`src/rtl/sawe_pkg.sv`:
```
// Package for the selective-ack window engine.
// Holds the shared constants, item and command types and the sequencer states.
// It depends on nothing.
package sawe_pkg;

	localparam int SEQ_SLOTS   = 256;
	localparam int ACK_WINDOW  = 32;
	localparam int QUEUE_DEPTH = 2;

	localparam logic [31:0] TOP_ACK_BIT = 32'h8000_0000;
	localparam logic [8:0]  SLOTS_FULL  = 9'd256;

	typedef enum logic {
		CMD_SEND = 1'b0,
		CMD_RECV = 1'b1
	} cmd_t;

	typedef struct packed {
		cmd_t        cmd;
		logic [7:0]  rcv_seq;
		logic [7:0]  peer_ack;
		logic [31:0] peer_ack_bits;
	} item_t;

	// Link between the front queue and the back sequencer.
	typedef struct packed {
		logic  avail;
		item_t item;
	} q_out_t;

	typedef enum logic [3:0] {
		ST_CLEAR,
		ST_IDLE,
		ST_SEND,
		ST_WALK,
		ST_HEAD_RD,
		ST_HEAD,
		ST_HELD,
		ST_MARK,
		ST_DELIV,
		ST_DONE
	} state_t;

endpackage

```
`src/rtl/sawe_front.sv`:
```
// Front part of the selective-ack window engine: accepts input transactions
// and holds them in a short queue for the back sequencer.
// Depends on sawe_pkg.
module sawe_front #(
	parameter int QD = sawe_pkg::QUEUE_DEPTH
) (
	input  logic            clk,
	input  logic            arst_n,
	input  logic            in_valid,
	output logic            in_stall,
	input  sawe_pkg::item_t in_item,
	output sawe_pkg::q_out_t q_out,
	input  logic            q_pop
);
	import sawe_pkg::*;

	localparam int PW = (QD > 1) ? $clog2(QD) : 1;
	localparam int CW = $clog2(QD + 1);

	item_t          mem_q [QD];
	logic [PW-1:0]  wr_ptr_q;
	logic [PW-1:0]  rd_ptr_q;
	logic [CW-1:0]  cnt_q;
	logic           push;
	logic           pop;

	assign in_stall = (cnt_q == CW'(QD));
	assign push     = in_valid && !in_stall;
	assign pop      = q_pop && (cnt_q != '0);

	assign q_out.avail = (cnt_q != '0);
	assign q_out.item  = mem_q[rd_ptr_q];

	always_ff @(posedge clk) begin
		if (push) begin
			mem_q[wr_ptr_q] <= in_item;
		end
	end

	always_ff @(posedge clk or negedge arst_n) begin
		if (!arst_n) begin
			wr_ptr_q <= '0;
			rd_ptr_q <= '0;
			cnt_q    <= '0;
		end else begin
			if (push) begin
				wr_ptr_q <= (wr_ptr_q == PW'(QD - 1)) ? '0 : wr_ptr_q + PW'(1);
			end
			if (pop) begin
				rd_ptr_q <= (rd_ptr_q == PW'(QD - 1)) ? '0 : rd_ptr_q + PW'(1);
			end
			case ({push, pop})
				2'b10:   cnt_q <= cnt_q + CW'(1);
				2'b01:   cnt_q <= cnt_q - CW'(1);
				default: cnt_q <= cnt_q;
			endcase
		end
	end

endmodule

```
`src/rtl/sawe_back.sv`:
```
// Back part of the selective-ack window engine: a sequencer that carries out
// one queued transaction at a time and registers its result.
// Depends on sawe_pkg.
module sawe_back (
	input  logic             clk,
	input  logic             arst_n,
	input  sawe_pkg::q_out_t q_in,
	output logic             q_pop,
	output logic             out_valid,
	input  logic             out_stall,
	output logic [7:0]       tx_seq,
	output logic [7:0]       hdr_ack,
	output logic [31:0]      hdr_ack_bits,
	output logic             tx_full,
	output logic             duplicate,
	output logic [8:0]       delivered_count,
	output logic [7:0]       rx_next_seq,
	output logic [8:0]       tx_pending,
	output logic [7:0]       tx_oldest
);
	import sawe_pkg::*;

	state_t state_q, state_d;

	// Slot flag memories, one registered read port each.
	logic        outst_mem [SEQ_SLOTS];
	logic        held_mem  [SEQ_SLOTS];
	logic        outst_rd_q, held_rd_q;
	logic [7:0]  outst_ra, held_ra, outst_wa, held_wa;
	logic        outst_we, outst_wd, held_we, held_wd, held_re, held_byp;
	logic [7:0]  clr_q;

	logic [7:0]  tx_head_q, tx_tail_q, rx_head_q, newest_q;
	logic [8:0]  tx_count_q, rx_count_q;
	logic [31:0] window_q;

	cmd_t        cmd_q;
	logic [7:0]  seq_q, cur_q, txseq_q;
	logic [31:0] bits_q;
	logic [5:0]  n_q;
	logic        full_q, dup_q;
	logic [8:0]  deliv_q;

	logic        out_valid_q;
	logic        ld_out;
	logic        take;

	logic        send_full;
	logic        walk_end, walk_stop;
	logic        head_end;
	logic        deliv_end;
	logic [7:0]  ahead, behind, back;
	logic [31:0] step_win, mark_win, mark_bit;
	logic [7:0]  step_new, mark_new;
	logic        mark_dup;

	assign send_full = (tx_count_q == SLOTS_FULL) || outst_rd_q;
	assign walk_end  = (n_q == 6'(ACK_WINDOW)) || (bits_q == '0);
	assign walk_stop = (cur_q == tx_head_q);
	assign head_end  = (tx_head_q == tx_tail_q) || outst_rd_q;
	assign deliv_end = (rx_count_q == '0) || !held_rd_q;

	// Ack window, first half: move forward on a newer sequence.
	assign ahead = seq_q - newest_q;
	always_comb begin
		step_win = window_q;
		step_new = newest_q;
		if (ahead >= 8'd1 && ahead <= 8'd127) begin
			step_win = (ahead >= 8'(ACK_WINDOW)) ? '0 : (window_q << ahead[4:0]);
			step_new = seq_q;
		end
	end

	// Second half: pick the bit, moving back when the sequence is too old.
	assign behind = newest_q - seq_q;
	assign back   = behind - 8'(ACK_WINDOW - 1);
	always_comb begin
		mark_win = window_q;
		mark_new = newest_q;
		mark_bit = 32'd1 << behind[4:0];
		if (behind >= 8'(ACK_WINDOW)) begin
			mark_win = (back >= 8'(ACK_WINDOW)) ? '0 : (window_q >> back[4:0]);
			mark_new = newest_q - back;
			mark_bit = TOP_ACK_BIT;
		end
	end
	assign mark_dup = |(mark_win & mark_bit);

	always_comb begin
		state_d = state_q;
		unique case (state_q)
			ST_CLEAR: if (clr_q == 8'hff) state_d = ST_IDLE;
			ST_IDLE:  if (q_in.avail) begin
				state_d = (q_in.item.cmd == CMD_SEND) ? ST_SEND : ST_WALK;
			end
			ST_SEND:    state_d = ST_DONE;
			ST_WALK:    if (walk_end || walk_stop) state_d = ST_HEAD_RD;
			ST_HEAD_RD: state_d = ST_HEAD;
			ST_HEAD:    if (head_end) state_d = ST_HELD;
			ST_HELD:    state_d = held_rd_q ? ST_DONE : ST_MARK;
			ST_MARK:    state_d = mark_dup ? ST_DONE : ST_DELIV;
			ST_DELIV:   if (deliv_end) state_d = ST_DONE;
			ST_DONE:    if (take) state_d = ST_IDLE;
			default:    state_d = ST_IDLE;
		endcase
	end

	assign take = !out_valid_q || !out_stall;

	always_comb begin
		q_pop  = 1'b0;
		ld_out = 1'b0;
		unique case (state_q)
			ST_IDLE: q_pop  = q_in.avail;
			ST_DONE: ld_out = take;
			default: begin
				q_pop  = 1'b0;
				ld_out = 1'b0;
			end
		endcase
	end

	// Read addresses: prefetch the slot the next cycle looks at.
	always_comb begin
		outst_ra = tx_head_q;
		held_ra  = rx_head_q;
		held_re  = 1'b0;
		held_byp = 1'b0;
		unique case (state_q)
			ST_IDLE: begin
				outst_ra = (q_in.item.cmd == CMD_SEND) ? tx_tail_q : q_in.item.peer_ack;
				held_ra  = q_in.item.rcv_seq;
				held_re  = 1'b1;
			end
			ST_WALK:    outst_ra = cur_q - 8'd1;
			ST_HEAD_RD: outst_ra = tx_head_q;
			ST_HEAD:    outst_ra = tx_head_q + 8'd1;
			ST_MARK: begin
				held_ra  = rx_head_q;
				held_re  = 1'b1;
				held_byp = (seq_q == rx_head_q);
			end
			ST_DELIV: begin
				held_ra = rx_head_q + 8'd1;
				held_re = 1'b1;
			end
			default: ;
		endcase
	end

	// Write port controls: one slot per memory per cycle.
	always_comb begin
		outst_we = 1'b0;
		outst_wa = tx_tail_q;
		outst_wd = 1'b0;
		held_we  = 1'b0;
		held_wa  = rx_head_q;
		held_wd  = 1'b0;
		unique case (state_q)
			ST_CLEAR: begin
				outst_we = 1'b1;
				outst_wa = clr_q;
				held_we  = 1'b1;
				held_wa  = clr_q;
			end
			ST_SEND: if (!send_full) begin
				outst_we = 1'b1;
				outst_wd = 1'b1;
			end
			ST_WALK: if (!walk_end && bits_q[0] && outst_rd_q) begin
				outst_we = 1'b1;
				outst_wa = cur_q;
			end
			ST_MARK: if (!mark_dup) begin
				held_we = 1'b1;
				held_wa = seq_q;
				held_wd = 1'b1;
			end
			ST_DELIV: if (!deliv_end) begin
				held_we = 1'b1;
			end
			default: ;
		endcase
	end

	always_ff @(posedge clk) begin
		if (outst_we) outst_mem[outst_wa] <= outst_wd;
		outst_rd_q <= outst_mem[outst_ra];
	end

	always_ff @(posedge clk) begin
		if (held_we) held_mem[held_wa] <= held_wd;
		if (held_re) held_rd_q <= held_byp || held_mem[held_ra];
	end

	always_ff @(posedge clk or negedge arst_n) begin
		if (!arst_n) begin
			state_q     <= ST_CLEAR;
			clr_q       <= '0;
			tx_head_q   <= '0;
			tx_tail_q   <= '0;
			tx_count_q  <= '0;
			rx_head_q   <= '0;
			rx_count_q  <= '0;
			newest_q    <= '0;
			window_q    <= '0;
			out_valid_q <= 1'b0;
		end else begin
			state_q <= state_d;
			if (ld_out) begin
				out_valid_q <= 1'b1;
			end else if (!out_stall) begin
				out_valid_q <= 1'b0;
			end
			case (state_q)
				ST_CLEAR: clr_q <= clr_q + 8'd1;
				ST_SEND: if (!send_full) begin
					tx_count_q <= tx_count_q + 9'd1;
					tx_tail_q  <= tx_tail_q + 8'd1;
				end
				ST_WALK: if (!walk_end && bits_q[0] && outst_rd_q) begin
					if (tx_count_q != '0) tx_count_q <= tx_count_q - 9'd1;
				end
				ST_HEAD: if (!head_end) tx_head_q <= tx_head_q + 8'd1;
				ST_HELD: if (!held_rd_q) begin
					window_q <= step_win;
					newest_q <= step_new;
				end
				ST_MARK: begin
					newest_q <= mark_new;
					if (mark_dup) begin
						window_q <= mark_win;
					end else begin
						window_q   <= mark_win | mark_bit;
						rx_count_q <= rx_count_q + 9'd1;
					end
				end
				ST_DELIV: if (!deliv_end) begin
					rx_head_q  <= rx_head_q + 8'd1;
					rx_count_q <= rx_count_q - 9'd1;
				end
				default: ;
			endcase
		end
	end

	// Per-transaction working registers and the result register.
	always_ff @(posedge clk) begin
		case (state_q)
			ST_IDLE: begin
				cmd_q   <= q_in.item.cmd;
				seq_q   <= q_in.item.rcv_seq;
				cur_q   <= q_in.item.peer_ack;
				bits_q  <= q_in.item.peer_ack_bits;
				n_q     <= '0;
				full_q  <= 1'b0;
				dup_q   <= 1'b0;
				txseq_q <= '0;
				deliv_q <= '0;
			end
			ST_SEND: begin
				full_q <= send_full;
				if (!send_full) txseq_q <= tx_tail_q;
			end
			ST_WALK: begin
				bits_q <= bits_q >> 1;
				cur_q  <= cur_q - 8'd1;
				n_q    <= n_q + 6'd1;
			end
			ST_HELD:  if (held_rd_q) dup_q <= 1'b1;
			ST_MARK:  dup_q <= mark_dup;
			ST_DELIV: if (!deliv_end) deliv_q <= deliv_q + 9'd1;
			default: ;
		endcase
		if (ld_out) begin
			tx_seq          <= txseq_q;
			hdr_ack         <= newest_q;
			hdr_ack_bits    <= window_q;
			tx_full         <= full_q;
			duplicate       <= dup_q;
			delivered_count <= deliv_q;
			rx_next_seq     <= rx_head_q;
			tx_pending      <= tx_count_q;
			tx_oldest       <= tx_head_q;
		end
	end

	assign out_valid = out_valid_q;

	a_tx_count_max: assert property (@(posedge clk) disable iff (!arst_n)
		tx_count_q <= SLOTS_FULL)
		else $error("tx_count above slot count");

	a_load_shows: assert property (@(posedge clk) disable iff (!arst_n)
		ld_out |=> out_valid_q && state_q == ST_IDLE)
		else $error("result load did not raise valid");

	a_send_no_rx: assert property (@(posedge clk) disable iff (!arst_n)
		(state_q == ST_DONE && cmd_q == CMD_SEND) |-> !dup_q && deliv_q == '0)
		else $error("send transaction carries receive result");

	a_pop_idle: assert property (@(posedge clk) disable iff (!arst_n)
		q_pop |-> state_q == ST_IDLE && q_in.avail)
		else $error("queue popped outside idle");

endmodule

```
`src/rtl/selective_ack_window_engine.sv`:
```
// Top level of the selective-ack window engine: front queue plus back sequencer.
// Depends on sawe_pkg, sawe_front and sawe_back.
//
//  channel | handshake           | payload
//  --------+---------------------+---------------------------------------------
//  input   | in_valid / in_stall | command rcv_seq peer_ack peer_ack_bits
//  output  | out_valid/out_stall | tx_seq hdr_ack hdr_ack_bits tx_full duplicate
//          |                     | delivered_count rx_next_seq tx_pending tx_oldest
//
// A send transaction goes from the queue through the send and done states to
// the result register. A receive transaction walks the peer-ack bitfield (one
// bitfield position a cycle, at most 32), advances the oldest pointer and, unless
// it is a duplicate, marks the held flag and releases in-order slots, one a cycle.
// After reset a clearing pass over all 256 slots zeroes the slot flag memories
// before the first transaction is taken; pointers and counters clear at once.
// The front queue keeps accepting while the sequencer works or a result is
// stalled; in_stall rises only when the queue is full.
module selective_ack_window_engine #(
	parameter int QUEUE_DEPTH = sawe_pkg::QUEUE_DEPTH
) (
	input  logic        clk,
	input  logic        arst_n,
	input  logic        in_valid,
	output logic        in_stall,
	input  logic        command,
	input  logic [7:0]  rcv_seq,
	input  logic [7:0]  peer_ack,
	input  logic [31:0] peer_ack_bits,
	output logic        out_valid,
	input  logic        out_stall,
	output logic [7:0]  tx_seq,
	output logic [7:0]  hdr_ack,
	output logic [31:0] hdr_ack_bits,
	output logic        tx_full,
	output logic        duplicate,
	output logic [8:0]  delivered_count,
	output logic [7:0]  rx_next_seq,
	output logic [8:0]  tx_pending,
	output logic [7:0]  tx_oldest
);
	import sawe_pkg::*;

	item_t  in_item;
	q_out_t q_link;
	logic   q_pop;

	// Classify the transaction by its command bit.
	assign in_item.cmd           = command ? CMD_RECV : CMD_SEND;
	assign in_item.rcv_seq       = rcv_seq;
	assign in_item.peer_ack      = peer_ack;
	assign in_item.peer_ack_bits = peer_ack_bits;

	sawe_front #(.QD(QUEUE_DEPTH)) u_front (
		.clk      (clk),
		.arst_n   (arst_n),
		.in_valid (in_valid),
		.in_stall (in_stall),
		.in_item  (in_item),
		.q_out    (q_link),
		.q_pop    (q_pop)
	);

	sawe_back u_back (
		.clk             (clk),
		.arst_n          (arst_n),
		.q_in            (q_link),
		.q_pop           (q_pop),
		.out_valid       (out_valid),
		.out_stall       (out_stall),
		.tx_seq          (tx_seq),
		.hdr_ack         (hdr_ack),
		.hdr_ack_bits    (hdr_ack_bits),
		.tx_full         (tx_full),
		.duplicate       (duplicate),
		.delivered_count (delivered_count),
		.rx_next_seq     (rx_next_seq),
		.tx_pending      (tx_pending),
		.tx_oldest       (tx_oldest)
	);

endmodule
```
`config.mk`:
```
export PLATFORM = sky130hd
export DESIGN_NAME = selective_ack_window_engine
export DESIGN_NICKNAME = d
export VERILOG_FILES = /design/src/rtl/sawe_pkg.sv /design/src/rtl/sawe_front.sv /design/src/rtl/sawe_back.sv /design/src/rtl/selective_ack_window_engine.sv
export SDC_FILE = /design/constraint.sdc
export NUM_CORES = 2
export LEC_CHECK = 0
export BUFFER_PORTS_ARGS = -buffer_cell sky130_fd_sc_hd__buf_4
export CORE_MARGIN = 1
export CORE_UTILIZATION = 45
export CTS_CLUSTER_SIZE = 10
export DETAILED_ROUTE_END_ITERATION = 12
export GPL_ROUTABILITY_DRIVEN = 1
export SLEW_MARGIN = 20
export SYNTH_ARGS = -nofsm -noshare
export SYNTH_HDL_FRONTEND = slang
export SYNTH_HIERARCHICAL = 1
export SYNTH_SLANG_ARGS = --single-unit
```
`constraint.sdc`:
```
create_clock -name clk -period 10.65 [get_ports clk]
set_clock_uncertainty 0.1 [all_clocks]
set_input_delay 1.5975 -clock clk [delete_from_list [all_inputs] [get_ports clk]]
set_output_delay 1.5975 -clock clk [all_outputs]
set_load 0.005 [all_outputs]
```
Word-level counts from Yosys, hierarchy flattened

Memory sizes are Yosys's and may differ from the RTL's. A register that Yosys moved wholly into a read port is not among the register bits.
Index checks and enable logic that the tools add are counted.

Register bits after elaboration: 257
Bits in writable memories: 610
Output and inout port bits: 86
Logic and storage cells: 213
Memories: 3

Add/sub/neg operators: 19
Order comparisons: 5
Equal/unequal tests: 34
Shifts and indexed selects: 3
Muxes and demuxes: 70
Bitwise logic cells: 5
Reduce and logical (&&, ||, !) cells: 43

Memories:

| name             | words | bits a word | rd ports | clocked after Yosys merged registers in | wr ports | line             | source |
|---|---|---|---|---|---|---|---|
| u_back.held_mem  | 256   | 1           | 1        | 0                                       | 1        | sawe_back.sv:27  | `logic held_mem [SEQ_SLOTS];` |
| u_back.outst_mem | 256   | 1           | 1        | 1                                       | 1        | sawe_back.sv:26  | `logic outst_mem [SEQ_SLOTS];` |
| u_front.mem_q    | 2     | 49          | 1        | 0                                       | 1        | sawe_front.sv:20 | `item_t mem_q [QD];` |

Operator list:

| operator                                               | count |
|---|---|
| 2-to-1 mux 32 bit                                      | 7 |
| one-hot mux 32 bit (2 select lines)                    | 2 |
| one-hot mux 8 bit (2 select lines)                     | 6 |
| 2-to-1 mux 8 bit                                       | 7 |
| 2-to-1 mux 9 bit                                       | 6 |
| one-hot mux 9 bit (2 select lines)                     | 3 |
| one-hot mux 4 bit (10 select lines)                    | 1 |
| adder 8 x 1 -> 8 bit (second input constant)           | 4 |
| AND 32 bit                                             | 1 |
| logical NOT 32 bit                                     | 1 |
| OR 32 bit                                              | 1 |
| OR reduction 32 bit                                    | 1 |
| left shift 1 x 5 -> 32 bit (first input constant)      | 1 |
| left shift 32 x 5 -> 32 bit                            | 1 |
| >> shifter 32 x 5 -> 32 bit                            | 1 |
| 2-to-1 mux 4 bit                                       | 7 |
| adder 9 x 1 -> 9 bit (second input constant)           | 3 |
| equality test 8 bit                                    | 3 |
| >= comparator 8 x 6 -> 1 bit (second input constant)   | 3 |
| 2-to-1 mux 1 bit                                       | 24 |
| inequality test 2 x 1 -> 1 bit (second input constant) | 12 |
| one-hot mux 8 bit (3 select lines)                     | 1 |
| subtractor 8 bit                                       | 3 |
| subtractor 9 x 1 -> 9 bit (second input constant)      | 2 |
| other kinds (36)                                       | 78 |

Depth between registers and ports, before layout

Depth in word-level cells: 11
Depth in mapped cells: 25
Gate-level depth less buffers: 20

Cells and area by module

Netlist, hierarchy kept.

Modules (own cells, without submodules):

| module     | instances | cells each | area each (um2) | sequential area each (um2) |
|---|---|---|---|---|
| sawe_back  | 1         | 3911       | 40637.7         | 22516.6 |
| sawe_front | 1         | 171        | 3754.9          | 3042.9 |

Least setup slack after synthesis

Ideal clock, no wire load.

Path kind: reg-to-reg
Start point: register u_back.seq_q[0]
End point: register u_back.window_q[24]
Setup time: 77 ps
Data arrival time: 8219 ps
Path slack: 2254 ps
Stages on the path, launching flop included: 23
Cell sequence: edfxtp_1 -> ha_1 -> fa_1 -> xnor2_4 -> clkbuf_1 -> ha_1 -> clkbuf_1 -> inv_1 -> buf_2 -> buf_1 -> mux2i_1 -> a21oi_1 -> mux2_1 -> a22o_1 -> a32oi_1 -> and4_1 -> buf_4 -> buf_2 -> nand2_1 -> inv_1 -> nand2_1 -> o221a_2 -> a21oi_1

Longest elaborated chain between the ends: 9

Ends and longest elaborated chain:

| element                                                                            | line             | source |
|---|---|---|
| start, declared                                                                    | sawe_back.sv:38  | `logic [7:0] seq_q, cur_q, txseq_q;` |
| start signal, assigned                                                             | sawe_back.sv:252 | `seq_q <= q_in.item.rcv_seq;` |
| subtractor 8 bit                                                                   | sawe_back.sv:75  | `assign behind = newest_q - seq_q;` |
| subtractor 8 x 5 -> 8 bit                                                          | sawe_back.sv:76  | `assign back = behind - 8'(ACK_WINDOW - 1);` |
| >= comparator 8 x 6 -> 1 bit / >> shifter 32 x 5 -> 32 bit (equally long branches) | sawe_back.sv:82  | `mark_win = (back >= 8'(ACK_WINDOW)) ? '0 : (window_q >> back[4:0]);` |
| 2-to-1 mux 32 bit                                                                  | sawe_back.sv:82  |  |
| 2-to-1 mux 32 bit                                                                  | sawe_back.sv:81  | `if (behind >= 8'(ACK_WINDOW)) begin` |
| AND 32 bit                                                                         | sawe_back.sv:87  | `assign mark_dup = \|(mark_win & mark_bit);` |
| OR reduction 32 bit                                                                | sawe_back.sv:87  |  |
| 2-to-1 mux 32 bit                                                                  | sawe_back.sv:231 | `if (mark_dup) begin` |
| one-hot mux 32 bit (2 select lines)                                                | sawe_back.sv:215 | `case (state_q)` |
| end signal, assigned                                                               | sawe_back.sv:226 | `window_q <= step_win;` |
| end signal, assigned                                                               | sawe_back.sv:232 | `window_q <= mark_win;` |
| end signal, assigned                                                               | sawe_back.sv:234 | `window_q <= mark_win \| mark_bit;` |
| end, declared                                                                      | sawe_back.sv:35  | `logic [31:0] window_q;` |

Parallel ways exist; a longest one is shown, timed or not. The select of a mux whose other input is x is not followed.
A chain may end at the register's enable or synchronous reset.

Final worst setup path

Start point: register u_back.seq_q[0]
End point: memory u_back.held_mem[168], enable pin

Longest elaborated chain between the ends: 11

Ends and longest elaborated chain:

| element                                                                            | line             | source |
|---|---|---|
| subtractor 8 bit                                                                   | sawe_back.sv:75  |  |
| subtractor 8 x 5 -> 8 bit                                                          | sawe_back.sv:76  |  |
| >= comparator 8 x 6 -> 1 bit / >> shifter 32 x 5 -> 32 bit (equally long branches) | sawe_back.sv:82  |  |
| 2-to-1 mux 32 bit                                                                  | sawe_back.sv:82  |  |
| 2-to-1 mux 32 bit                                                                  | sawe_back.sv:81  |  |
| AND 32 bit                                                                         | sawe_back.sv:87  |  |
| OR reduction 32 bit                                                                | sawe_back.sv:87  |  |
| 2-to-1 mux 1 bit                                                                   | sawe_back.sv:174 | `ST_MARK: if (!mark_dup) begin` |
| one-hot mux 1 bit (3 select lines)                                                 | sawe_back.sv:159 | `unique case (state_q)` |
| 2-to-1 mux 1 bit                                                                   | sawe_back.sv:192 | `if (held_we) held_mem[held_wa] <= held_wd;` |
| 2-to-1 mux 1 bit (implied by the code)                                             | sawe_back.sv:192 |  |
| end, declared                                                                      | sawe_back.sv:27  |  |

Parallel ways exist; a longest one is shown, timed or not.

==> impl_metrics.xml <==
<?xml version="1.0" encoding="UTF-8"?>
<metrics>
  <group name="synthesis">
    <metric name="ys_types" unit="">109</metric>
    <metric name="async_flop_share" unit="">0.1141</metric>
    <metric name="syn_avg_cell_area" unit="sq um">10.88</metric>
    <metric name="synth_enable_flop_cells" unit="">768</metric>
    <metric name="synth_seq_cells" unit="">868</metric>
    <metric name="synth_largest_area_cell" unit="">edfxtp_1</metric>
    <metric name="synthesis.area" unit="sq mm">0.04439</metric>
    <metric name="yosys_warnings" unit="">6</metric>
    <metric name="synth.area.top_cells" unit="">edfxtp_1, dfrtp_1, nor2_1</metric>
    <metric name="post-synth-top-count-cell" unit="">edfxtp_1</metric>
    <metric name="synth_sequential_area_ratio" unit="">0.5758</metric>
    <metric name="ys_dominant_reg_cell" unit="">edfxtp_1</metric>
    <metric name="ys_top_cells_by_count" unit="">edfxtp_1, nor2_1, nand2_1, a211oi_1, clkbuf_1</metric>
    <metric name="post-synth-top-area-fraction" unit="">0.5195</metric>
    <metric name="post_synth_inst_count" unit="">4082</metric>
    <metric name="syn-num-nets" unit="">4189</metric>
  </group>
  <group name="clocking">
    <metric name="cts_max_level" unit="">3</metric>
    <metric name="cts.repair.resized" unit="">0</metric>
    <metric name="worstSkewPairLatency" unit="ns">0.70</metric>
    <metric name="clk_root_buffer_cell" unit="">clkbuf_16</metric>
    <metric name="cts.repair_timing.setup_buffer_count" unit="">0</metric>
    <metric name="cts_buffers" unit="">100</metric>
    <metric name="cts_sinks" unit="">868</metric>
    <metric name="cts.clk_slew.worst_paths" unit="ns">0.06</metric>
    <metric name="postCtsHoldBufs" unit="">0</metric>
    <metric name="clockBufferDepth" unit="">3</metric>
    <metric name="cts_tree" unit="">done</metric>
  </group>
  <group name="worst_setup_path">
    <metric name="required" unit="ns">10.92</metric>
    <metric name="r2r-start" unit="">u_back/seq_q[0]</metric>
    <metric name="crit_path_max_incr_delay" unit="ns">0.90</metric>
    <metric name="endpoint_kind" unit="">flip-flop</metric>
    <metric name="setup.reg_to_reg.worst_slack" unit="ns">2.75</metric>
    <metric name="worst_r2r_path_depth" unit="">17</metric>
    <metric name="critical_path.reg2reg.endpoint" unit="">u_back/held_mem[168]</metric>
    <metric name="worstPathMaxFanout" unit="">24</metric>
    <metric name="critical_path_arrival" unit="ns">8.16</metric>
    <metric name="crit_slowest_cell" unit="">nand4_1</metric>
    <metric name="start_kind" unit="">flip-flop</metric>
    <metric name="criticalPathCategory" unit="">flip-flop to flip-flop</metric>
    <metric name="critical_path.cell_chain" unit="">ha_1 &gt; fa_1 &gt; inv_1 &gt; ha_1 &gt; buf_4 &gt; mux4_2 &gt; and2_1 &gt; a2111oi_0 &gt; a2111oi_0 &gt; o211ai_1 &gt; a21oi_1 &gt; o21ai_0 &gt; and4_1 &gt; nand2_1 &gt; a21oi_1 &gt; nand4_1 &gt; nor2_1</metric>
  </group>
  <group name="layout">
    <metric name="area_of_the_multi_input_gates" unit="sq mm">0.01750</metric>
    <metric name="final.fill_count" unit="">8816</metric>
    <metric name="register_area" unit="sq mm">0.02556</metric>
    <metric name="layout_cell_share_with_drive_strength_beyond_1" unit="">0.1238</metric>
    <metric name="finalNetCount" unit="">4176</metric>
    <metric name="layout-area-overhead-vs-synth" unit="%">10.68</metric>
  </group>
  <group name="grt">
    <metric name="antenna_found_initial" unit="">1</metric>
    <metric name="globalRouteTotalUtil" unit="">0.2537</metric>
    <metric name="grt_overflow" unit="">0</metric>
    <metric name="wire_length_of_the_first_global_routing_pass" unit="um">192600</metric>
    <metric name="grt_pass1_vias" unit="">31330</metric>
    <metric name="grt_start_max_net_pins" unit="">182</metric>
  </group>
  <group name="sta">
    <metric name="final.hold.worst_slack" unit="ns">0.3178</metric>
    <metric name="maxSlewHeadroom" unit="">0.2394</metric>
    <metric name="final-hold-violation-count" unit="">0</metric>
    <metric name="timing.final.crit_share" unit="">0.7416</metric>
    <metric name="timing_worst_slew_pin_value" unit="ns">1.141</metric>
    <metric name="setup_viol" unit="">0</metric>
    <metric name="unrepaired_setup_endpoints_after_global_routing" unit="">no</metric>
    <metric name="finalCriticalPeriod" unit="ns">7.898</metric>
    <metric name="sum_of_negative_setup_slack" unit="ns">0</metric>
    <metric name="finalMaxSlewViolations" unit="">0</metric>
    <metric name="achievable-frequency" unit="GHz">0.1266</metric>
  </group>
  <group name="place">
    <metric name="place_congestion" unit="">1.006</metric>
    <metric name="dp_hpwl" unit="um">78430</metric>
    <metric name="port_buffers" unit="">138</metric>
  </group>
  <group name="outcome">
    <metric name="run_status" unit="">completed</metric>
  </group>
  <group name="route">
    <metric name="vias_per_cell" unit="">6.011</metric>
    <metric name="route.final.wire_length" unit="um">127600</metric>
    <metric name="drt_pre_antenna_iters" unit="">8</metric>
    <metric name="routedWlPerCell" unit="um">23.68</metric>
    <metric name="ant_nets" unit="">0</metric>
    <metric name="drt_iter0_drc" unit="">3708</metric>
    <metric name="num_vias" unit="">32400</metric>
    <metric name="route.detailed.drc" unit="">0</metric>
  </group>
  <group name="floorplanning">
    <metric name="die-width" unit="um">316.1</metric>
    <metric name="pin_count" unit="">139</metric>
    <metric name="coreArea" unit="sq mm">0.09714</metric>
    <metric name="initial_core_util" unit="">0.4570</metric>
    <metric name="floorplan.die.height" unit="um">316.1</metric>
    <metric name="die_area" unit="sq mm">0.09991</metric>
    <metric name="std_cell_rows" unit="">114</metric>
  </group>
  <group name="min_path">
    <metric name="hold_class" unit="">flip-flop to flip-flop</metric>
    <metric name="worst_hold_path.endpoint" unit="">u_back/tx_full</metric>
    <metric name="worst_hold_startpoint" unit="">u_back/full_q</metric>
    <metric name="worstHoldPathCells" unit="">0</metric>
  </group>
  <group name="job">
    <metric name="max_cap_violations" unit="">0</metric>
  </group>
</metrics>
flip-flops by register name (all words and copies together), names as in the netlist, 9 cells and up:
register / cells
u_back/hdr_ack_bits: 32
u_back/outst_mem: 256
u_back/window_q: 32
u_back/delivered_count: 9
u_front/mem_q: 98
u_back/bits_q: 32
u_back/deliv_q: 9
u_back/tx_count_q: 9
u_back/held_mem: 256
u_back/rx_count_q: 9
u_back/tx_pending: 9
final cells by class:
cell class / instances / area share
repair buffers: 192 / 0.02967
diodes: 2 / 0.0001019
multi-input cells: 2853 / 0.3562
flip-flops and latches: 868 / 0.5202
inverters: 54 / 0.004278
clock inverters: 17 / 0.003310
well taps: 1276 / 0.03249
clock buffers: 128 / 0.05371
how the worst max path moves through the flow:
stage | startpoint | to | slack, ns
global placement | u_back/newest_q[0] | u_back/held_mem[0] | 2.96
CTS | u_back/seq_q[0] | u_back/held_mem[2] | 2.83
finish | u_back/seq_q[0] | u_back/held_mem[168] | 2.75
detailed placement | u_back/seq_q[0] | u_back/held_mem[3] | 2.88
floorplan | u_back/seq_q[0] | u_back/window_q[24] | 2.25
global route | u_back/seq_q[0] | u_back/held_mem[156] | 2.42
critical path: cells and delay by family (launching register included):
kind            cells  cell delay (ns)
compound gates      6             1.73
fa+ha+maj           3             1.65
buf+inv             2             0.55
flops               1             0.47
mux                 1             0.56
simple gates        5             2.48
placed cells by master (no fill, tap or decap), drive strengths merged, types with 50 or more instances in the layout:
master    n
a211oi  237
a21oi   178
a311oi   70
a31oi    88
and2    169
buf     192
clkbuf  128
dfrtp    99
edfxtp  768
ha       50
inv      57
mux2     87
mux2i    66
nand2   576
nor2    652
nor3     64
o21ai    77
xnor2    72
layer usage:
metal / GRT usage / vias up / share of wire
met4: 0.08904 / 0 / 0.032
li1: - / 14890 / -
met2: 0.4009 / 1127 / 0.46
met5: 0 / - / 0
met3: 0.04218 / 278 / 0.070
met1: 0.3542 / 16110 / 0.44
metrics by stage:
| step | cell area (sq um) | cells | setup slack, ns | utilization |
|---|---|---|---|---|
| 2_1_floorplan | 44390 | 4082 | 2.254 | - |
| 4_1_cts | 49120 | 5388 | 2.831 | 0.5056 |
| 3_5_place_dp | 46310 | 5243 | 2.875 | 0.4768 |
| 3_3_place_gp | 46300 | 5241 | 2.957 | 0.4766 |
| 6_report | 49130 | 5390 | 2.752 | 0.5058 |
| 5_1_grt | 49130 | 5388 | 2.423 | 0.5058 |
cell families after synthesis:
family                   share of synthesized area
AND/OR/NAND/NOR                             0.1647
flip-flops                                  0.5758
AO/OA/AOI/OAI                               0.1391
buffers and inverters                      0.03362
multiplexers                               0.04738
XOR/XNOR                                   0.02345
adder cells (fa/ha/maj)                    0.01590
Power is not shown: default switching activity piles up to over one toggle a cycle in this logic, so the estimate is an artifact.
